<file path="src/design/ifmt_pkg.sv">
// Shared types, constants and helpers of the integer to ASCII formatter.
package ifmt_pkg;

  // Width of the printed word; the input value is cut or zero-extended to it.
  localparam int WordBits  = 32;
  localparam int DecDigits = (WordBits * 30103) / 100000 + 1;
  localparam int HexDigits = (WordBits + 3) / 4;
  localparam int NumDigits = (DecDigits > HexDigits) ? DecDigits : HexDigits;
  localparam int NibBits   = NumDigits * 4;
  localparam int CntBits   = $clog2(WordBits);
  localparam int RemBits   = $clog2(NumDigits);

  // Format command codes.
  localparam logic [2:0] CmdSdec = 3'd0;
  localparam logic [2:0] CmdUdec = 3'd1;
  localparam logic [2:0] CmdLhex = 3'd2;
  localparam logic [2:0] CmdUhex = 3'd3;
  localparam logic [2:0] CmdPtr  = 3'd4;

  // Character codes.
  localparam logic [6:0] ChZero  = 7'h30;
  localparam logic [6:0] ChMinus = 7'h2d;
  localparam logic [6:0] ChX     = 7'h78;
  localparam logic [6:0] ChUpA   = 7'h41;
  localparam logic [6:0] ChLoA   = 7'h61;

  typedef enum logic [2:0] {
    StIdle,
    StConv,
    StSkip,
    StPfx,
    StDig
  } state_e;

  // Commands from the sequencer to the digit store.
  typedef struct packed {
    logic load_dec;
    logic load_hex;
    logic dabble;
    logic shift_nib;
  } ctl_t;

  // ASCII code of one digit nibble.
  function automatic logic [6:0] digit_char(input logic [3:0] nib, input logic upper);
    logic [6:0] ext;
    ext = {3'b000, nib};
    if (nib < 4'd10) begin
      digit_char = ChZero + ext;
    end else begin
      digit_char = (upper ? ChUpA : ChLoA) + ext - 7'd10;
    end
  endfunction

endpackage

</file>
<file path="src/design/ifmt_conv.sv">
// Digit store: bit-serial binary to BCD conversion, hex load and nibble shift-out.
module ifmt_conv (
  input  logic                            clk_i,
  input  ifmt_pkg::ctl_t                  ctl_i,
  input  logic [ifmt_pkg::WordBits-1:0]   mag_i,
  output logic [3:0]                      top_nib_o
);
  import ifmt_pkg::*;

  logic [WordBits-1:0] bin_q, bin_d;
  logic [NibBits-1:0]  nib_q, nib_d;
  logic [NibBits-1:0]  adj;

  // Add three to every BCD digit of five or more before the next shift.
  always_comb begin
    for (int i = 0; i < NumDigits; i++) begin
      adj[i*4 +: 4] = (nib_q[i*4 +: 4] >= 4'd5) ? nib_q[i*4 +: 4] + 4'd3 : nib_q[i*4 +: 4];
    end
  end

  // Next value of the binary shifter and the digit store.
  always_comb begin
    bin_d = bin_q;
    nib_d = nib_q;
    if (ctl_i.load_dec) begin
      bin_d = mag_i;
      nib_d = '0;
    end else if (ctl_i.load_hex) begin
      nib_d = NibBits'(mag_i);
    end else if (ctl_i.dabble) begin
      bin_d = bin_q << 1;
      nib_d = {adj[NibBits-2:0], bin_q[WordBits-1]};
    end else if (ctl_i.shift_nib) begin
      nib_d = nib_q << 4;
    end
  end

  always_ff @(posedge clk_i) begin
    bin_q <= bin_d;
    nib_q <= nib_d;
  end

  assign top_nib_o = nib_q[NibBits-1 -: 4];

endmodule

</file>
<file path="src/design/ifmt_out.sv">
// Output register that holds one character until the sink takes it.
module ifmt_out (
  input  logic       clk_i,
  input  logic       rst_ni,
  input  logic       push_i,
  input  logic [6:0] char_i,
  input  logic       last_i,
  output logic       free_o,
  output logic       m_axis_tvalid_o,
  input  logic       m_axis_tready_i,
  output logic [7:0] m_axis_tdata_o,  // [6:0] char_code, [7] zero
  output logic       m_axis_tlast_o   // last_char
);
  logic       valid_q, valid_d;
  logic [6:0] char_q;
  logic       last_q;

  // The slot is free when empty or when its character leaves this cycle.
  assign free_o  = !valid_q || m_axis_tready_i;
  assign valid_d = push_i || (valid_q && !m_axis_tready_i);

  always_ff @(posedge clk_i or negedge rst_ni) begin
    if (!rst_ni) begin
      valid_q <= 1'b0;
    end else begin
      valid_q <= valid_d;
    end
  end

  always_ff @(posedge clk_i) begin
    if (push_i) begin
      char_q <= char_i;
      last_q <= last_i;
    end
  end

  assign m_axis_tvalid_o = valid_q;
  assign m_axis_tdata_o  = {1'b0, char_q};
  assign m_axis_tlast_o  = last_q;

endmodule

</file>
<file path="src/design/integer_to_ascii_formatter.sv">
// Top level of the integer to ASCII formatter: sequencer, digit store, output register.
//
//   Port group   Direction  tdata          tuser  tlast
//   s_axis       in         value (32)     cmd    -
//   m_axis       out        char_code (7)  -      last_char
//
// Decimal formats pass through an accept state, one double-dabble step per word bit, a
// skip of leading zero digits and a state to leave it, then one character per cycle while
// the sink keeps up. Hex formats skip the conversion loop; pointer form adds 0x.
// One request is worked at a time; the next is taken once the last character is in the
// output register. A stalled sink holds the sequencer while it emits characters; an
// unused format code is dropped in its accept cycle. Reset clears the sequencer and the
// output valid flag.
module integer_to_ascii_formatter (
  input  logic        clk_i,
  input  logic        rst_ni,
  input  logic        s_axis_tvalid_i,
  output logic        s_axis_tready_o,
  input  logic [31:0] s_axis_tdata_i,   // [31:0] value
  input  logic [2:0]  s_axis_tuser_i,   // [2:0] cmd
  output logic        m_axis_tvalid_o,
  input  logic        m_axis_tready_i,
  output logic [7:0]  m_axis_tdata_o,   // [6:0] char_code, [7] zero
  output logic        m_axis_tlast_o    // last_char
);
  import ifmt_pkg::*;

  state_e              state_q, state_d;
  logic [CntBits-1:0]  cnt_q, cnt_d;
  logic [RemBits-1:0]  rem_q, rem_d;
  logic [1:0]          pfx_q, pfx_d;
  logic                ptr_q, ptr_d;
  logic                upper_q, upper_d;

  ctl_t                ctl;
  logic [WordBits-1:0] word, mag;
  logic                neg;
  logic [3:0]          top_nib;
  logic                free, push, last;
  logic [6:0]          chr;

  // Magnitude of the incoming word; negative only in signed decimal.
  assign word = WordBits'(s_axis_tdata_i);
  assign neg  = (s_axis_tuser_i == CmdSdec) && word[WordBits-1];
  assign mag  = neg ? (~word + 1'b1) : word;

  // Sequencer registers.
  always_ff @(posedge clk_i or negedge rst_ni) begin
    if (!rst_ni) begin
      state_q <= StIdle;
      cnt_q   <= '0;
      rem_q   <= '0;
      pfx_q   <= '0;
      ptr_q   <= 1'b0;
      upper_q <= 1'b0;
    end else begin
      state_q <= state_d;
      cnt_q   <= cnt_d;
      rem_q   <= rem_d;
      pfx_q   <= pfx_d;
      ptr_q   <= ptr_d;
      upper_q <= upper_d;
    end
  end

  // Next state and character selection.
  always_comb begin
    state_d         = state_q;
    cnt_d           = cnt_q;
    rem_d           = rem_q;
    pfx_d           = pfx_q;
    ptr_d           = ptr_q;
    upper_d         = upper_q;
    ctl             = '0;
    push            = 1'b0;
    chr             = ChZero;
    last            = 1'b0;
    s_axis_tready_o = 1'b0;
    case (state_q)
      StIdle: begin
        s_axis_tready_o = 1'b1;
        if (s_axis_tvalid_i && (s_axis_tuser_i <= CmdPtr)) begin
          upper_d = (s_axis_tuser_i == CmdUhex);
          ptr_d   = (s_axis_tuser_i == CmdPtr);
          pfx_d   = (s_axis_tuser_i == CmdPtr) ? 2'd2 : (neg ? 2'd1 : 2'd0);
          if (s_axis_tuser_i == CmdSdec || s_axis_tuser_i == CmdUdec) begin
            ctl.load_dec = 1'b1;
            cnt_d        = CntBits'(WordBits - 1);
            state_d      = StConv;
          end else begin
            ctl.load_hex = 1'b1;
            rem_d        = RemBits'(NumDigits - 1);
            state_d      = StSkip;
          end
        end
      end
      StConv: begin
        ctl.dabble = 1'b1;
        cnt_d      = cnt_q - 1'b1;
        if (cnt_q == '0) begin
          rem_d   = RemBits'(NumDigits - 1);
          state_d = StSkip;
        end
      end
      StSkip: begin
        // Drop leading zero digits, keeping at least one.
        if (top_nib == 4'd0 && rem_q != '0) begin
          ctl.shift_nib = 1'b1;
          rem_d         = rem_q - 1'b1;
        end else begin
          state_d = (pfx_q != 2'd0) ? StPfx : StDig;
        end
      end
      StPfx: begin
        if (free) begin
          push  = 1'b1;
          chr   = ptr_q ? ((pfx_q == 2'd2) ? ChZero : ChX) : ChMinus;
          pfx_d = pfx_q - 1'b1;
          if (pfx_q == 2'd1) begin
            state_d = StDig;
          end
        end
      end
      StDig: begin
        if (free) begin
          push          = 1'b1;
          chr           = digit_char(top_nib, upper_q);
          last          = (rem_q == '0);
          ctl.shift_nib = 1'b1;
          rem_d         = rem_q - 1'b1;
          if (rem_q == '0) begin
            state_d = StIdle;
          end
        end
      end
      default: begin
        state_d = StIdle;
      end
    endcase
  end

  ifmt_conv u_conv (
    .clk_i     (clk_i),
    .ctl_i     (ctl),
    .mag_i     (mag),
    .top_nib_o (top_nib)
  );

  ifmt_out u_out (
    .clk_i           (clk_i),
    .rst_ni          (rst_ni),
    .push_i          (push),
    .char_i          (chr),
    .last_i          (last),
    .free_o          (free),
    .m_axis_tvalid_o (m_axis_tvalid_o),
    .m_axis_tready_i (m_axis_tready_i),
    .m_axis_tdata_o  (m_axis_tdata_o),
    .m_axis_tlast_o  (m_axis_tlast_o)
  );

endmodule

</file>
<file path="config.mk">
export PLATFORM = sky130hd
export DESIGN_NAME = integer_to_ascii_formatter
export DESIGN_NICKNAME = d
export VERILOG_FILES = /design/src/design/ifmt_pkg.sv /design/src/design/ifmt_conv.sv /design/src/design/ifmt_out.sv /design/src/design/integer_to_ascii_formatter.sv
export SDC_FILE = /design/constraint.sdc
export NUM_CORES = 1
export LEC_CHECK = 0
export BUFFER_PORTS_ARGS = -buffer_cell sky130_fd_sc_hd__buf_2
export CAP_MARGIN = 0
export CORE_AREA = 2 2 118 120
export DETAILED_ROUTE_END_ITERATION = 10
export DIE_AREA = 0 0 120 122
export PLACE_DENSITY = 0.67
export SLEW_MARGIN = 40
export SYNTH_ARGS = -nofsm -noshare
export SYNTH_HDL_FRONTEND = slang
export SYNTH_HIERARCHICAL = 1
export SYNTH_SLANG_ARGS = --single-unit
</file>
<file path="constraint.sdc">
create_clock -name clk_i -period 3.7 [get_ports clk_i]
set_input_delay 0.37 -clock clk_i [delete_from_list [all_inputs] [get_ports clk_i]]
set_output_delay 0.37 -clock clk_i [all_outputs]
set_load 0.005 [all_outputs]
</file>
Word level (Yosys, flattened, before mapping)
Index checks and enable logic that the tools add are counted.
- bits in registers: 97
- output and inout port bits: 11
- word-level logic and storage cells: 151
- bits of input ports: 39
- bitwise gates (word level): 1
- reduce and logical (&&, ||, !) cells: 31
- equality and inequality tests: 20
- $lt $le $gt $ge: 12
- add/sub/neg operators: 17
- muxes and demuxes: 58
- operators by type and width (kind ; number):
    $mux W32 ; 5
    $mux W40 ; 2
    $mux W4 ; 14
    $ge A4 B3 Y1 const B ; 10
    $add A4 B2 Y4 const B ; 9
    $mux W7 ; 5
    $add A32 B1 Y32 const B ; 1
    $not A32 Y32 ; 1
    $mux W3 ; 9
    $ne A2 B2 Y1 const B ; 10
    $pmux W4 S4 ; 1
    $pmux W3 S5 ; 1
    $pmux W7 S2 ; 1
    $mux W2 ; 6
    $mux W5 ; 2
    $pmux W5 S2 ; 1
    $reduce_bool A2 Y1 ; 5
    $eq A3 B2 Y1 const B ; 3
    $logic_not A4 Y1 ; 2
    $mux W1 ; 8
    $reduce_bool A4 Y1 ; 2
    $add A6 B4 Y7 const A ; 1
    $add A7 B4 Y7 ; 1
    $reduce_and A7 Y1 ; 1
    25 further kinds ; 38

Longest topological paths before layout
- depth after elaboration: 7
- gate-level depth with buffers: 13
- mapped depth without buffers: 9

By module
Netlist, hierarchy kept.
- by module, submodules not included (module ; cells each ; sequential area each (um2) ; instances ; area an instance (um2)):
    ifmt_conv ; 434 ; 1761.7 ; 1 ; 4286.6
    integer_to_ascii_formatter ; 253 ; 400.4 ; 1 ; 1949.4
    ifmt_out ; 13 ; 265.3 ; 1 ; 299.0

Worst setup path after synthesis
No wires, ideal clock.
- kind: register to register
- from: reg state_q[1]
- to: reg u_conv.bin_q[0] (enable)
- arrival time: 2589 ps
- setup slack: 717 ps
- required time: 3306 ps
- stages on the path, launching flop included: 9
- path buffers: 3
- period minus slack after synthesis: 2983 ps
- cell sequence: dfrtp_1 clkbuf_1 nor3_1 and2_1 nand2_1 inv_1 buf_2 clkbuf_1 nand2b_1
- RTL lines (item ; line ; RTL):
    from (decl) ; integer_to_ascii_formatter.sv:28 ; state_e state_q, state_d;
    from (signal assigned) ; integer_to_ascii_formatter.sv:50 ; state_q <= StIdle;
    from (signal assigned) ; integer_to_ascii_formatter.sv:57 ; state_q <= state_d;
    to (signal assigned) ; ifmt_conv.sv:39 ; bin_q <= bin_d;
    to (decl) ; ifmt_conv.sv:10 ; logic [WordBits-1:0] bin_q, bin_d;

==> results.yml <==
clocking:
  clkSlewWorstSetupHoldPaths_ns: 0.07
  cts_tree: "yes"
  postCtsSetupRepairBufs: 0
  worstSkewPairLatency_ns: 0.35
  cts_resized: 0
  cts.path.max_buffers: 2
  cts_sinks: 97
  cts-buffers-inserted: 9
  cts_root_buf: "clkbuf_16"
  htree_levels: 3
die:
  die_y_um: 122
  num_rows: 43
  coreArea_mm2: 0.0135
  die_area_mm2: 0.0146
  die_w_um: 120
  initial_core_util_pct: 48.4
  ios: 50
placement:
  placement.io_buffers: 48
  post-dp-hpwl_mm: 11.3
  place_congestion: 0.897
worst_setup_path:
  crit_slowest_cell: "dfrtp_1"
  worstPathRequired_ns: 3.94
  criticalPathCategory: "flop to flop"
  cp_data_arrival_time_ns: 3.04
  path_max_fanout: 17
  crit_chain: "nor3_1 > and2_1 > nand2_1 > inv_2 > nor2_1 > buf_4 > nand2_1 > buf_4 > nor3_1 > a311o_1"
  setup.worst_path.end_class: "flop"
  path_delay_family: "simple AND/OR/NAND/NOR gates"
  max_stage_delay_ns: 0.54
  cp_num_buf_inv: 3
  cp-start-kind: "flop"
synth:
  synth-edff-count: 40
  synth_area_leader_cell: "edfxtp_1"
  async_flop_share_pct: 17.5
  synth-seq-cells: 97
  ys_types: 71
  synth.area.top_cells: "edfxtp_1, dfxtp_1, dfrtp_1, ha_1, mux2_2"
  syn_area_per_cell_um2: 9.34
  syn_area_mm2: 0.00654
  syn-num-nets: 768
  synth_top_cell_area_share_pct: 18.4
  synthCells: 700
  synthFlopType: "edfxtp_1"
  yosysWarnings: 6
  seq_area_frac_synth_pct: 37.1
routing:
  wire_per_inst_um: 17.1
  drc: 0
  antenna_left: 0
  drt_iter0_drc: 391
  vias: 5453
  dr.pass1.iters: 6
  vias_per_cell: 5.96
  totalWireLength_mm: 15.6
job:
  drv_cap: 0
global_routing:
  grt_overflow: 0
  grt_max_degree: 58
  first_global_vias: 5085
  grt_usage_pct: 21.6
  grt_pass1_wl_mm: 25.3
  antenna_found_initial: 0
finish:
  area_growth_pct: 9.90
  diodes: 0
  mostFrequentLayoutCell: "a21oi_1"
  drive_gt1_share_pct: 18.6
  fillers: 1234
  nets: 798
  most-common-layout-cells: "a21oi_1, nand2_1, buf_2, o21ai_0"
power:
  power_frac_comb_pct: 46.0
  clkPwrFrac_pct: 18.2
  intPower_uw: 3150
  seq_power_share_pct: 35.8
  power_switching_uw: 2110
  peakVddDrop_mv: 0.253
  power.total_uw: 5270
  power_leakage_uw: 0.00268
  power_density_mw_per_mm2: 733
  swShare_pct: 40.1
outcome:
  status: "finished, final reports clean"
timing:
  fin_crit_ns: 2.80
  skew_ns: 0.00752
  clock.fmax_mhz: 357
  tightest_slew_ns: 0.602
  timing_hold_violations_final: 0
  period_share_pct: 75.6
  setup_viol: 0
  finalMaxSlewViolations: 0
  rsz0062_at_grt: "no"
  slew_headroom_pct: 59.7
  setup_tns_ns: 0
hold_path:
  hold_class: "input pin to flop"
[area by class of cell]
cell class	instances	area [µm²]	area share, %
flip-flops and latches	97	2430	33.8
inverters	40	150	2.09
well taps	180	225	3.14
clock inverters	4	51.3	0.714
repair buffers	63	355	4.95
multi-input cells	519	3730	51.9
clock buffers	12	246	3.43
[metrics by stage]
step                hold WS [ns]  util, %  setup slack (ns)  std cells  instance area (µm²)
finish                     0.307     53.2             0.901        915                 7180
global route               0.333     53.2             0.676        915                 7180
floorplan                 0.0744        -             0.717        700                 6540
global placement           0.310     50.9             0.913        898                 6870
CTS                        0.304     53.2             0.832        915                 7180
detailed placement         0.324     50.9             0.840        898                 6870
[power groups by stage]
stage / clock network, µW / registers [µW] / logic, µW
3_5_place_dp: 0 / 1900 / 2390
5_1_grt: 1010 / 1930 / 2700
2_1_floorplan: 0 / 1760 / 1960
3_3_place_gp: 0 / 1880 / 2300
6_report: 960 / 1890 / 2420
4_1_cts: 979 / 1870 / 2410
[worst paths after layout]
path                                    from  slack [ns]  cells after the start                     to
max                               state_q[0]        0.90                     10        u_conv/nib_q[2]
min                        s_axis_tdata_i[0]        0.31                      3        u_conv/nib_q[0]
max reg2reg                       state_q[0]        0.90                     10        u_conv/nib_q[2]
min reg2reg                         rem_q[1]        0.51                      1               rem_q[1]
max in group asynchronous             rst_ni        2.93                      2  u_out/m_axis_tvalid_o
min in group asynchronous             rst_ni        0.47                      2               cnt_q[4]
[flip-flops by register name, indices dropped and copies added (netlist names)]
name and cells:
state_q 3, u_conv/bin_q 32, ptr_q 1, upper_q 1
u_out/m_axis_tvalid_o 1, cnt_q 5, pfx_q 2, rem_q 4
u_conv/nib_q 40, u_out/m_axis_tlast_o 1, u_out/char_q 7
[timing repair]
action                                  CTS  global route
endpoints found under the setup margin    0             0
hold buffers                              1             0
hold endpoints to repair                 17             0
[logic make-up after synthesis]
group,count (synthesis),synth area share [%]
other,1,0.0574
adders and majority gates,29,5.55
xor gates and xnor gates,43,5.76
DFF,97,37.1
buffers and inverters,84,6.09
and+or+nand+nor,198,17.3
AOI/OAI and AO/OA,201,20.3
muxes,47,7.81
[synth_stat cells (all sizes together) (8+ instances only)]
| library cell | number |
|---|---|
| nand2b | 16 |
| buf | 32 |
| o31ai | 8 |
| clkbuf | 12 |
| o21ai | 46 |
| mux2 | 32 |
| nor3b | 16 |
| nor2 | 34 |
| nor4b | 10 |
| a21oi | 66 |
| a32oi | 9 |
| ha | 29 |
| inv | 40 |
| edfxtp | 40 |
| nand2 | 52 |
| mux2i | 15 |
| xnor2 | 29 |
| dfxtp | 40 |
| nand4 | 8 |
| nor3 | 12 |
| dfrtp | 17 |
| xor2 | 14 |
| or3 | 8 |
| a21o | 9 |
[metal layers]
metal / track usage [%] / up-vias / wire length [µm]
li1: - / 2625 / -
met3: 3.14 / 22 / 935
met4: 8.09 / 0 / 294
met2: 34.5 / 199 / 7110
met1: 29.7 / 2607 / 7300
met5: 0 / - / 0
[worst register-to-register path, stage by stage, from the launching register on]
cell and delay [ns]:
dfrtp_1 0.54, nor3_1 0.43, and2_1 0.29, nand2_1 0.16, inv_2 0.29, nor2_1 0.08
buf_4 0.20, nand2_1 0.10, buf_4 0.20, nor3_1 0.08, a311o_1 0.32
(Power assumes the default switching activity.)
